File: src/cidft_pkg.sv
// ============================================================================
// cidft_pkg
// Shared types and constants for the CAN identifier frequency table.
// ============================================================================
package cidft_pkg;

  localparam int TABLE_DEPTH = 64;
  localparam int IDX_W       = $clog2(TABLE_DEPTH);
  localparam int USED_W      = $clog2(TABLE_DEPTH + 1);

  localparam int ID_W        = 29;
  localparam int COUNT_W     = 32;
  localparam int DLEN_W      = 4;
  localparam int BYTE_W      = 8;
  localparam int VOLT_W      = 16;
  localparam int TIME_W      = 32;
  localparam int INTERVAL_W  = 16;
  localparam int STATUS_W    = 3;

  localparam int CFG_IDX_W   = 1;
  localparam int CFG_DATA_W  = ID_W;

  localparam logic [COUNT_W-1:0]    COUNT_MAX        = '1;
  localparam logic [DLEN_W-1:0]     MIN_VOLT_LEN     = DLEN_W'(4);
  localparam logic [ID_W-1:0]       STATUS_ID_RESET  = ID_W'(32'hE000);
  localparam logic [INTERVAL_W-1:0] INTERVAL_RESET   = INTERVAL_W'(500);

  typedef enum logic {
    OP_RECORD = 1'b0,
    OP_READ   = 1'b1
  } opcode_t;

  typedef enum logic [CFG_IDX_W-1:0] {
    CFG_STATUS_ID       = 1'b0,
    CFG_REPORT_INTERVAL = 1'b1
  } cfg_reg_t;

  typedef enum logic [STATUS_W-1:0] {
    STAT_COUNTED    = 3'd0,
    STAT_NEW        = 3'd1,
    STAT_DROPPED    = 3'd2,
    STAT_READ_OK    = 3'd3,
    STAT_READ_EMPTY = 3'd4
  } status_t;

  typedef enum logic [1:0] {
    S_IDLE,
    S_READ,
    S_SEARCH
  } ctrl_state_t;

  typedef struct packed {
    logic [ID_W-1:0]    id;
    logic [COUNT_W-1:0] count;
  } entry_t;

  localparam int ENTRY_W = $bits(entry_t);

  typedef struct packed {
    logic               we;
    logic [IDX_W-1:0]   waddr;
    entry_t             wdata;
    logic [IDX_W-1:0]   raddr;
  } ram_req_t;

  typedef struct packed {
    status_t             status;
    logic [IDX_W-1:0]    index;
    logic [ID_W-1:0]     id;
    logic [COUNT_W-1:0]  count;
    logic [USED_W-1:0]   distinct;
  } result_t;

endpackage

File: src/can_id_frequency_table_top.sv
// ============================================================================
// can_id_frequency_table_top
// CAN identifier frequency table with pack voltage capture.
// ============================================================================
// A transaction is taken when start is high and busy is low. A record frame
// is searched through the table RAM one entry per cycle, with the read of
// the next entry issued while the current one is compared, so busy stays
// high until a hit or the last entry in use has been compared, covering at
// most TABLE_DEPTH entries; a record on an empty table does not raise busy.
// A read transaction raises busy for a slot in use and not otherwise. Each
// result is shown on the out_ ports for exactly one cycle with out_valid,
// the cycle after the transaction completes; it cannot be held off and is
// lost if not sampled.
// Configuration writes are taken at any edge with cfg_we high.
module can_id_frequency_table_top (
  input  logic                                  clk,
  input  logic                                  rst_n,
  input  logic                                  cfg_we,
  input  logic [cidft_pkg::CFG_IDX_W-1:0]       cfg_index,
  input  logic [cidft_pkg::CFG_DATA_W-1:0]      cfg_wdata,
  input  logic                                  start,
  output logic                                  busy,
  input  logic                                  in_opcode,
  input  logic [cidft_pkg::ID_W-1:0]            in_frame_id,
  input  logic [cidft_pkg::DLEN_W-1:0]          in_data_length,
  input  logic [cidft_pkg::BYTE_W-1:0]          in_voltage_high_byte,
  input  logic [cidft_pkg::BYTE_W-1:0]          in_voltage_low_byte,
  input  logic [cidft_pkg::TIME_W-1:0]          in_timestamp_ms,
  input  logic [cidft_pkg::IDX_W-1:0]           in_read_index,
  output logic                                  out_valid,
  output logic [cidft_pkg::STATUS_W-1:0]        out_status,
  output logic [cidft_pkg::IDX_W-1:0]           out_entry_index,
  output logic [cidft_pkg::ID_W-1:0]            out_entry_id,
  output logic [cidft_pkg::COUNT_W-1:0]         out_entry_count,
  output logic [cidft_pkg::USED_W-1:0]          out_distinct_ids,
  output logic [cidft_pkg::VOLT_W-1:0]          out_pack_voltage_deci,
  output logic                                  out_voltage_captured,
  output logic                                  out_voltage_report
);

  cidft_pkg::ram_req_t              ram_req;
  logic [cidft_pkg::ENTRY_W-1:0]    ram_rdata;
  cidft_pkg::result_t               res;
  logic                             fire;

  assign fire = start && !busy;

  cidft_ram #(
    .WIDTH (cidft_pkg::ENTRY_W),
    .DEPTH (cidft_pkg::TABLE_DEPTH)
  ) u_ram (
    .clk   (clk),
    .we    (ram_req.we),
    .waddr (ram_req.waddr),
    .wdata (ram_req.wdata),
    .raddr (ram_req.raddr),
    .rdata (ram_rdata)
  );

  cidft_ctrl u_ctrl (
    .clk        (clk),
    .rst_n      (rst_n),
    .start      (start),
    .opcode     (in_opcode),
    .frame_id   (in_frame_id),
    .read_index (in_read_index),
    .busy       (busy),
    .ram_req    (ram_req),
    .ram_rdata  (cidft_pkg::entry_t'(ram_rdata)),
    .res_valid  (out_valid),
    .res        (res)
  );

  cidft_volt u_volt (
    .clk               (clk),
    .rst_n             (rst_n),
    .cfg_we            (cfg_we),
    .cfg_index         (cfg_index),
    .cfg_wdata         (cfg_wdata),
    .fire              (fire),
    .opcode            (in_opcode),
    .frame_id          (in_frame_id),
    .data_length       (in_data_length),
    .voltage_high_byte (in_voltage_high_byte),
    .voltage_low_byte  (in_voltage_low_byte),
    .timestamp_ms      (in_timestamp_ms),
    .voltage           (out_pack_voltage_deci),
    .captured          (out_voltage_captured),
    .report            (out_voltage_report)
  );

  assign out_status       = res.status;
  assign out_entry_index  = res.index;
  assign out_entry_id     = res.id;
  assign out_entry_count  = res.count;
  assign out_distinct_ids = res.distinct;

endmodule

File: src/cidft_ram.sv
// ============================================================================
// cidft_ram
// Generic simple dual-port RAM, one write and one registered read port.
// ============================================================================
module cidft_ram #(
  parameter int WIDTH = 8,
  parameter int DEPTH = 16
) (
  input  logic                     clk,
  input  logic                     we,
  input  logic [$clog2(DEPTH)-1:0] waddr,
  input  logic [WIDTH-1:0]         wdata,
  input  logic [$clog2(DEPTH)-1:0] raddr,
  output logic [WIDTH-1:0]         rdata
);

  logic [WIDTH-1:0] mem [DEPTH];

  always_ff @(posedge clk) begin
    if (we) begin
      mem[waddr] <= wdata;
    end
    rdata <= mem[raddr];
  end

endmodule

File: src/cidft_volt.sv
// ============================================================================
// cidft_volt
// Configuration registers, pack voltage capture and report throttling.
// ============================================================================
module cidft_volt (
  input  logic                                  clk,
  input  logic                                  rst_n,
  input  logic                                  cfg_we,
  input  logic [cidft_pkg::CFG_IDX_W-1:0]       cfg_index,
  input  logic [cidft_pkg::CFG_DATA_W-1:0]      cfg_wdata,
  input  logic                                  fire,
  input  logic                                  opcode,
  input  logic [cidft_pkg::ID_W-1:0]            frame_id,
  input  logic [cidft_pkg::DLEN_W-1:0]          data_length,
  input  logic [cidft_pkg::BYTE_W-1:0]          voltage_high_byte,
  input  logic [cidft_pkg::BYTE_W-1:0]          voltage_low_byte,
  input  logic [cidft_pkg::TIME_W-1:0]          timestamp_ms,
  output logic [cidft_pkg::VOLT_W-1:0]          voltage,
  output logic                                  captured,
  output logic                                  report
);

  logic [cidft_pkg::ID_W-1:0]       status_id_r;
  logic [cidft_pkg::INTERVAL_W-1:0] interval_r;
  logic [cidft_pkg::VOLT_W-1:0]     last_volt_r;
  logic [cidft_pkg::TIME_W-1:0]     last_rep_r;
  logic                             cap_r;
  logic                             rep_r;

  logic                             cap_hit;
  logic                             elapsed_ok;
  logic [cidft_pkg::TIME_W-1:0]     elapsed;

  assign cap_hit = (opcode == cidft_pkg::OP_RECORD) && (frame_id == status_id_r) &&
                   (data_length >= cidft_pkg::MIN_VOLT_LEN);
  assign elapsed    = timestamp_ms - last_rep_r;
  assign elapsed_ok = elapsed >= cidft_pkg::TIME_W'(interval_r);

  always_ff @(posedge clk) begin
    if (!rst_n) begin
      status_id_r <= cidft_pkg::STATUS_ID_RESET;
      interval_r  <= cidft_pkg::INTERVAL_RESET;
      last_volt_r <= '0;
      last_rep_r  <= '0;
      cap_r       <= 1'b0;
      rep_r       <= 1'b0;
    end else begin
      if (cfg_we) begin
        case (cidft_pkg::cfg_reg_t'(cfg_index))
          cidft_pkg::CFG_STATUS_ID:       status_id_r <= cfg_wdata;
          cidft_pkg::CFG_REPORT_INTERVAL: interval_r  <= cfg_wdata[cidft_pkg::INTERVAL_W-1:0];
          default: ;
        endcase
      end
      if (fire) begin
        cap_r <= cap_hit;
        rep_r <= cap_hit && elapsed_ok;
        if (cap_hit) begin
          last_volt_r <= {voltage_high_byte, voltage_low_byte};
          if (elapsed_ok) begin
            last_rep_r <= timestamp_ms;
          end
        end
      end
    end
  end

  assign voltage  = last_volt_r;
  assign captured = cap_r;
  assign report   = rep_r;

endmodule

File: src/cidft_ctrl.sv
// ============================================================================
// cidft_ctrl
// Table sequencer: linear search, count update, append and slot read.
// ============================================================================
module cidft_ctrl (
  input  logic                              clk,
  input  logic                              rst_n,
  input  logic                              start,
  input  logic                              opcode,
  input  logic [cidft_pkg::ID_W-1:0]        frame_id,
  input  logic [cidft_pkg::IDX_W-1:0]       read_index,
  output logic                              busy,
  output cidft_pkg::ram_req_t               ram_req,
  input  cidft_pkg::entry_t                 ram_rdata,
  output logic                              res_valid,
  output cidft_pkg::result_t                res
);

  cidft_pkg::ctrl_state_t             state_r, state_nxt;
  logic [cidft_pkg::ID_W-1:0]         fid_r, fid_nxt;
  logic [cidft_pkg::IDX_W-1:0]        idx_r, idx_nxt;
  logic [cidft_pkg::USED_W-1:0]       used_r, used_nxt;
  logic                               valid_r, valid_nxt;
  cidft_pkg::result_t                 res_r, res_nxt;

  logic                               accept;
  logic                               tbl_empty;
  logic                               tbl_full;
  logic                               rd_in_range;
  logic                               hit;
  logic                               last;
  logic [cidft_pkg::COUNT_W-1:0]      cnt_inc;
  logic [cidft_pkg::USED_W-1:0]       used_inc;

  assign accept      = start && (state_r == cidft_pkg::S_IDLE);
  assign tbl_empty   = (used_r == '0);
  assign tbl_full    = (used_r == cidft_pkg::USED_W'(cidft_pkg::TABLE_DEPTH));
  assign rd_in_range = (cidft_pkg::USED_W'(read_index) < used_r);
  assign hit         = (ram_rdata.id == fid_r);
  assign last        = ((cidft_pkg::USED_W'(idx_r) + cidft_pkg::USED_W'(1)) == used_r);
  assign cnt_inc     = (ram_rdata.count == cidft_pkg::COUNT_MAX) ? ram_rdata.count
                                                                 : ram_rdata.count + 1'b1;
  assign used_inc    = used_r + cidft_pkg::USED_W'(1);

  // next state
  always_comb begin
    state_nxt = state_r;
    case (state_r)
      cidft_pkg::S_IDLE: begin
        if (accept) begin
          if (opcode == cidft_pkg::OP_READ) begin
            if (rd_in_range) state_nxt = cidft_pkg::S_READ;
          end else if (!tbl_empty) begin
            state_nxt = cidft_pkg::S_SEARCH;
          end
        end
      end
      cidft_pkg::S_READ:   state_nxt = cidft_pkg::S_IDLE;
      cidft_pkg::S_SEARCH: begin
        if (hit || last) state_nxt = cidft_pkg::S_IDLE;
      end
      default: state_nxt = cidft_pkg::S_IDLE;
    endcase
  end

  // datapath and memory control
  always_comb begin
    fid_nxt       = fid_r;
    idx_nxt       = idx_r;
    used_nxt      = used_r;
    valid_nxt     = 1'b0;
    res_nxt       = res_r;
    ram_req.we    = 1'b0;
    ram_req.waddr = idx_r;
    ram_req.wdata = '0;
    ram_req.raddr = idx_r + cidft_pkg::IDX_W'(1);
    case (state_r)
      cidft_pkg::S_IDLE: begin
        if (accept) begin
          fid_nxt = frame_id;
          if (opcode == cidft_pkg::OP_READ) begin
            idx_nxt       = read_index;
            ram_req.raddr = read_index;
            if (!rd_in_range) begin
              valid_nxt = 1'b1;
              res_nxt   = '{cidft_pkg::STAT_READ_EMPTY, read_index, '0, '0, used_r};
            end
          end else if (tbl_empty) begin
            ram_req.we    = 1'b1;
            ram_req.waddr = '0;
            ram_req.wdata = '{frame_id, cidft_pkg::COUNT_W'(1)};
            used_nxt      = used_inc;
            valid_nxt     = 1'b1;
            res_nxt       = '{cidft_pkg::STAT_NEW, '0, frame_id,
                              cidft_pkg::COUNT_W'(1), used_inc};
          end else begin
            idx_nxt       = '0;
            ram_req.raddr = '0;
          end
        end
      end
      cidft_pkg::S_READ: begin
        valid_nxt = 1'b1;
        res_nxt   = '{cidft_pkg::STAT_READ_OK, idx_r, ram_rdata.id, ram_rdata.count, used_r};
      end
      cidft_pkg::S_SEARCH: begin
        if (hit) begin
          ram_req.we    = 1'b1;
          ram_req.waddr = idx_r;
          ram_req.wdata = '{fid_r, cnt_inc};
          valid_nxt     = 1'b1;
          res_nxt       = '{cidft_pkg::STAT_COUNTED, idx_r, fid_r, cnt_inc, used_r};
        end else if (last) begin
          valid_nxt = 1'b1;
          if (tbl_full) begin
            res_nxt = '{cidft_pkg::STAT_DROPPED, '0, '0, '0, used_r};
          end else begin
            ram_req.we    = 1'b1;
            ram_req.waddr = used_r[cidft_pkg::IDX_W-1:0];
            ram_req.wdata = '{fid_r, cidft_pkg::COUNT_W'(1)};
            used_nxt      = used_inc;
            res_nxt       = '{cidft_pkg::STAT_NEW, used_r[cidft_pkg::IDX_W-1:0], fid_r,
                              cidft_pkg::COUNT_W'(1), used_inc};
          end
        end else begin
          idx_nxt = idx_r + cidft_pkg::IDX_W'(1);
        end
      end
      default: ;
    endcase
  end

  always_ff @(posedge clk) begin
    if (!rst_n) begin
      state_r <= cidft_pkg::S_IDLE;
      used_r  <= '0;
      valid_r <= 1'b0;
    end else begin
      state_r <= state_nxt;
      used_r  <= used_nxt;
      valid_r <= valid_nxt;
    end
  end

  always_ff @(posedge clk) begin
    fid_r <= fid_nxt;
    idx_r <= idx_nxt;
    res_r <= res_nxt;
  end

  assign busy      = (state_r != cidft_pkg::S_IDLE);
  assign res_valid = valid_r;
  assign res       = res_r;

endmodule

File: config.mk
export PLATFORM = sky130hd
export DESIGN_NAME = can_id_frequency_table_top
export DESIGN_NICKNAME = d
export VERILOG_FILES = /design/src/cidft_pkg.sv /design/src/can_id_frequency_table_top.sv /design/src/cidft_ram.sv /design/src/cidft_volt.sv /design/src/cidft_ctrl.sv
export SDC_FILE = /design/constraint.sdc
export NUM_CORES = 2
export LEC_CHECK = 0
export BUFFER_PORTS_ARGS = -buffer_cell sky130_fd_sc_hd__buf_2
export CAP_MARGIN = 20
export CELL_PAD_IN_SITES_DETAIL_PLACEMENT = 1
export CELL_PAD_IN_SITES_GLOBAL_PLACEMENT = 2
export CORE_MARGIN = 2
export CORE_UTILIZATION = 35
export DETAILED_ROUTE_END_ITERATION = 7
export PLACE_DENSITY = 0.62
export SLEW_MARGIN = 25
export SYNTH_ARGS = -nofsm -noshare
export SYNTH_HDL_FRONTEND = slang
export SYNTH_SLANG_ARGS = --single-unit
File: constraint.sdc
create_clock -name clk -period 16 [get_ports clk]
set_input_delay 3.2 -clock clk [delete_from_list [all_inputs] [get_ports clk]]
set_output_delay 3.2 -clock clk [all_outputs]
set_load 0.02 [all_outputs]
==> After elaboration in Yosys (flattened, before gate mapping) <==
Memory sizes are Yosys's and may differ from the RTL's. A register that Yosys moved wholly into a read port is not among the register bits.
Cells that the tools add are included.
{ "op_classes": {"addsub": 5, "n_mul": 0, "div_mod_pow": 0, "n_lt_le_gt_ge": 3, "eq_ne": 20, "shift": 0, "n_mux": 47, "bitwise": 2, "reduce_logical": 21} }
{ "op_table": {"columns": ["cell", "count"], "rows": [
  ["77-bit two-way mux", 6],
  ["68-bit two-way mux", 5],
  ["77-bit case mux with 3 select lines", 1],
  ["68-bit case mux with 2 select lines", 1],
  ["76-bit two-way mux", 1],
  ["74-bit two-way mux", 1],
  ["29-bit == test", 2],
  ["6-bit two-way mux", 8],
  ["7-bit two-way mux", 6],
  ["32-bit by 1-bit adder with 32-bit output (second input constant)", 1],
  ["32-bit == test (second input constant)", 1],
  ["32-bit by 16-bit >= comparator with 1-bit output", 1],
  ["32-bit two-way mux", 1],
  ["32-bit subtractor", 1],
  ["7-bit case mux with 2 select lines", 1],
  ["6-bit case mux with 2 select lines", 1],
  ["2-bit two-way mux", 5],
  ["5-bit AND reduction", 2],
  ["1-bit two-way mux", 8],
  ["2-bit by 1-bit != test with 1-bit output (second input constant)", 4],
  ["2-bit != test (second input constant)", 4],
  ["2-bit AND reduction", 4],
  ["6-bit by 1-bit adder with 7-bit output (second input constant)", 1],
  ["7-bit by 1-bit adder with 7-bit output (second input constant)", 1],
  ["other kinds (23)", 31]
]} }
{ "totals": {"ff_bits": 217, "latch_bits": 0, "ram_bits": 3904, "romBits": 0, "inputBits": 122, "output_inout_bits": 97, "word_cells": 115, "mem_count": 1} }
{ "memory_table": {"columns": ["name", "depth", "width", "rd", "rd_clocked_by_memory_dff", "write_ports", "line", "rtl"], "rows": [
  ["u_ram.mem", 64, 61, 1, 1, 1, "cidft_ram.sv:17", "logic [WIDTH-1:0] mem [DEPTH];"]
]} }

==> Longest topological paths before layout <==
{ "depth": {"ltp_word": 7, "mapped_depth": 23, "mapped_depth_nobuf": 22} }

==> Modules after synthesis <==
From an unflattened synthesis, not the netlist that was laid out.
{ "unflattened": {"hier_cells": 8079, "hier_area_um2": 164611.6} }
{ "modules_own_cells": {"columns": ["module", "n_inst", "cells_per_inst", "area_each_um2", "seq_area_each_um2"], "rows": [
  ["cidft_ram", 1, 6344, 148992.9, 118453.6],
  ["cidft_ctrl", 1, 828, 8127.8, 3563.4],
  ["cidft_volt", 1, 906, 7477.2, 1901.8],
  ["can_id_frequency_table_top", 1, 1, 13.8, 0.0]
]} }

==> Least setup slack after synthesis <==
OpenSTA, ideal clock, no wires.
{ "synth_path": {"path_type": "input -> register", "startpoint": "input in_read_index[1] in the netlist's numbering", "endpoint": "register u_ctrl.res_r, in the netlist u_ctrl.res[0], enable pin", "setup_time_ns": 0.650, "arrival_time_ns": 9.991, "t_required_ns": 15.350, "slack_ns": 5.359, "path_stages": 10, "path_buffers": 0, "path_cell_list": "ha_1 -> a21o_1 -> a21oi_1 -> nor2b_1 -> o21ai_0 -> nand2b_1 -> a21oi_1 -> nor2_1 -> nand2_1 -> a311oi_1"} }
{ "synth_between": {"elab_chain_len": 3} }
{ "synth_rtl": {"columns": ["element", "line", "rtl"], "rows": [
  ["from (decl)", "can_id_frequency_table_top.sv:29", "input logic [cidft_pkg::IDX_W-1:0] in_read_index,"],
  ["6-bit by 7-bit less-than comparator with 1-bit output", "cidft_ctrl.sv:38", "assign rd_in_range = (cidft_pkg::USED_W'(read_index) < used_r);"],
  ["3-bit != test (no source line)", null, null],
  ["5-bit AND reduction (no source line)", null, null],
  ["to (signal assigned)", "cidft_ctrl.sv:148", "res_r <= res_nxt;"],
  ["to (decl)", "cidft_ctrl.sv:24", "cidft_pkg::result_t res_r, res_nxt;"]
]} }
No other way between the ends.
A chain may end at the register's enable or synchronous reset.

==> Final worst setup path <==
{ "layout_path": {"startpoint": "input start", "endpoint": "memory u_ram.mem[12][23] in the netlist's numbering, enable pin"} }
{ "layout_between": {"elab_chain_len": 5} }
{ "layout_rtl": {"columns": ["element", "line", "rtl"], "rows": [
  ["from (decl)", "can_id_frequency_table_top.sv:21", "input logic start,"],
  ["1-bit logical AND *", "cidft_ctrl.sv:35", "assign accept = start && (state_r == cidft_pkg::S_IDLE);"],
  ["74-bit two-way mux *", "cidft_ctrl.sv:79", "if (accept) begin"],
  ["68-bit case mux with 2 select lines *", "cidft_ctrl.sv:77", "case (state_r)"],
  ["1-bit two-way mux", "cidft_ram.sv:20", "if (we) begin"],
  ["1-bit two-way mux (not written as such)", "cidft_ram.sv:21", "mem[waddr] <= wdata;"],
  ["to (decl)", "cidft_ram.sv:17", null]
]} }
Mark *: on every way between the ends. The rest lies on a longest branch, timed or not.

==> flow_summary_export.csv <==
group,metric,value,unit
run_status,status,"finished clean",
min_path,whs_path_depth,2,
clocking,cts_root_buffer,"clkbuf_16",
critical_path,start_kind,"input port",
critical_path,path_buf_inv,4,
yosys,yosys_register_bits,4182,
timing,fin_setup_tns,0,ns
detailed_routing,drc_errors,0,
place,port_buffers,216,
place,routabilityCongestion,0.836,
die,die_w,694,um
critical_path,cp.arrival,9.01,ns
grt,grt.total_usage,26.8,%
critical_path,crit_required,16.60,ns
layout,drive_gt1_share,10.3,%
yosys,syn_area_per_cell,12.8,sq um
layout,most-common-layout-cells,"edfxtp_1, nand2_1, nand3_1",
critical_path,worst_r2r_endpoint,"u_ram.mem[12][23]",
power_and_ir_drop,p_total,0.0270,W
grt,grt_antenna_before_repair,30,
power_and_ir_drop,p_leak,67.4,nW
die,start_util,35.1,%
critical_path,ff2ff_setup_slack,8.64,ns
power_and_ir_drop,p_clk_share,38.8,%
power_and_ir_drop,p_per_area,141,nW/um^2
clocking,htreeDepth,5,
timing,min_period,8.41,ns
grt,first_global_vias,113000,
yosys,ys.flop_type,"edfxtp_1",
place,dp_cells,19000,
timing,slew_headroom,24.6,%
timing,period_share,52.6,%
die,core_area,475000,sq um
timing,fin_skew,0.0856,ns
clocking,clockBufferDepth,4,
critical_path,critPathTopFamily,"simple AND/OR/NAND/NOR gates",
timing,hold_slack,0.467,ns
layout,nNetsFinal,13400,
clocking,clkTransAtPathRegs,0.06,ns
critical_path,reg2reg_depth,14,
critical_path,path_cells,"buf_2 -> nand2_1 -> nor4_2 -> buf_4 -> a21oi_1 -> o21ba_1 -> o21ai_1 -> nor2_1 -> nand2_1 -> nor2_4 -> buf_4 -> buf_4",
yosys,synthesis.area,167000,sq um
critical_path,worstPathMaxFanout,33,
detailed_routing,wire_per_inst,33.4,um
detailed_routing,first_pass_iters,5,
detailed_routing,vias,113000,
clocking,cts-buffers-inserted,456,
min_path,hold_path_startpoint,"u_volt.interval_r[10]",
layout,seq_area,124000,sq um
timing,fmax,119,MHz
yosys,ys_seq_area_share,74.4,%
grt,gr-total-overflow,0,
yosys,async_reset_ff_share,0,%
layout,final_common_cell,"edfxtp_1",
detailed_routing,ant_nets,0,
power_and_ir_drop,p_seq_share,46.1,%
power_and_ir_drop,p_comb_share,15.0,%
critical_path,crit_top_cell,"buf_4",
die,die_area,482000,sq um
yosys,syn-num-nets,13200,
clocking,insertion_delay,1.06,ns
min_path,worstHoldEndpoint,"u_volt.interval_r[10]",
critical_path,r2r_start,"u_ram.rdata[40]",
die,placementRows,253,
clocking,cts_resized,0,
min_path,hold_class,"reg2reg",
clocking,hold_buffers,0,
timing,setup_violations,0,
yosys,synth_edf_count,4016,
clocking,cts_sinks,4182,
critical_path,critPathKind,"in2reg",
die,die_h,694,um
power_and_ir_drop,p_sw_share,29.4,%
yosys,synth.distinct_cells,86,
critical_path,cp_slowest_cell,"nor2_4",
timing,slew_violations,0,
layout,n_fill_cell,48800,
timing,max_slew.worst_pin.slew,1.13,ns
critical_path,worstSetupEndpointType,"register",
yosys,ys_warn_count,0,
timing,finalHoldViolCount,0,
clocking,cts_tree,"done",
die,ioPinCount,219,
yosys,synth_cells,13000,
grt,grt_first_pass_wirelength,910000,um
layout,multi_input_area,40200,sq um
place,hpwl,358000,um
timing,rsz0062_at_grt,"no",
run,cap_violations,0,
critical_path,cpPeakStageDelay,0.99,ns
detailed_routing,drt-total-wl,663000,um
layout,syn_to_final_growth,14.9,%
detailed_routing,drt_iter0_markers,12300,
detailed_routing,viasPerCell,5.69,
clocking,cts_setup_buffers,0,
power_and_ir_drop,max-vdd-ir-drop,0.000105,V
grt,grt_max_degree,173,
power_and_ir_drop,p_int,0.0191,W
power_and_ir_drop,switchingPower,0.00793,W
layout,instances_no_fill,19900,
-- Yosys cell counts, types with 84 or more instances --
| cell type | instances | area (sq um) |
|---|---|---|
| dfxtp_1 | 166 | 3320 |
| nand2_1 | 3919 | 14700 |
| a32oi_1 | 84 | 736 |
| a31oi_1 | 258 | 1610 |
| nand4_1 | 330 | 2060 |
| nor2_1 | 195 | 732 |
| mux2i_1 | 170 | 1700 |
| nand3_1 | 1772 | 8870 |
| edfxtp_1 | 4016 | 121000 |
| buf_2 | 295 | 1480 |
| a21oi_1 | 186 | 931 |
| and3_1 | 139 | 870 |
| buf_1 | 133 | 499 |
| o21ai_0 | 86 | 430 |
| clkbuf_1 | 350 | 1310 |
-- sequential cells by signal, indices dropped and copies added, names as in the netlist, 2 cells and up --
signal,cells
u_ram.mem,3904
u_ctrl.res,77
u_ram.rdata,61
u_volt.last_rep_r,32
u_ctrl.fid_r,29
u_volt.status_id_r,29
u_volt.interval_r,16
u_volt.voltage,16
u_ctrl.used_r,7
u_ctrl.idx_r,6
u_ctrl.state_r,2
-- tightest hold or removal path: stages, from the launching register on --
cell	delay [ns]
dfxtp_1	0.31
nand2_1	0.05
a21boi_0	0.07
-- through the flow --
| stage | instance area (sq um) | util, % | setup slack (ns) |
|---|---|---|---|
| 3_5_place_dp | 177000 | 37.2 | 6.68 |
| 3_3_place_gp | 176000 | 37.1 | 6.81 |
| 2_1_floorplan | 167000 | - | 5.36 |
| 6_report | 191000 | 40.3 | 7.59 |
| 4_1_cts | 191000 | 40.3 | 7.76 |
| 5_1_grt | 191000 | 40.3 | 7.60 |
-- worst max-delay path by stage --
stage | start | to | slack, ns | depth (start not counted)
floorplan | in_read_index[1] | u_ctrl.res[0] | 5.36 | 10
global route | start | u_ram.mem[12][23] | 7.60 | 12
detailed placement | start | u_ram.mem[12][1] | 6.68 | 12
finish | start | u_ram.mem[12][23] | 7.59 | 12
CTS | start | u_ram.mem[12][23] | 7.76 | 12
global placement | start | u_ram.mem[12][1] | 6.81 | 12
-- cell type report --
class | instances | share of cell area [%]
antenna | 25 | 0.0327
timing repair buffer | 566 | 2.34
inverter | 83 | 0.163
multi-input combinational | 7920 | 21.0
clock inverter | 241 | 1.16
sequential | 4182 | 64.7
tap | 6247 | 4.08
clock buffer | 605 | 6.50
-- routing by layer --
layer	GRT usage (%)	up-vias	routed length (um)
met5	0	-	27
met4	10.1	4	28500
met3	3.27	1033	39100
met2	44.8	3793	318000
met1	35.7	60200	277000
li1	-	48000	-
-- kinds of logic after synthesis --
kind of cell	Yosys count	synth area share (%)
simple gates	6606	17.3
flops	4182	74.4
compound gates	963	3.94
buf+inv	874	2.22
mux	170	1.02
xor+xnor	119	0.645
fa+ha+maj	62	0.470
-- power groups by stage --
| stage | clock, W | combinational, W | sequential (W) |
|---|---|---|---|
| floorplan | 0 | 0.00220 | 0.0125 |
| global placement | 0 | 0.00399 | 0.0127 |
| detailed placement | 0 | 0.00404 | 0.0127 |
| CTS | 0.0107 | 0.00406 | 0.0124 |
| global route | 0.0110 | 0.00430 | 0.0124 |
| finish | 0.0105 | 0.00405 | 0.0125 |
Note: power is estimated with default switching activity, not from simulation.
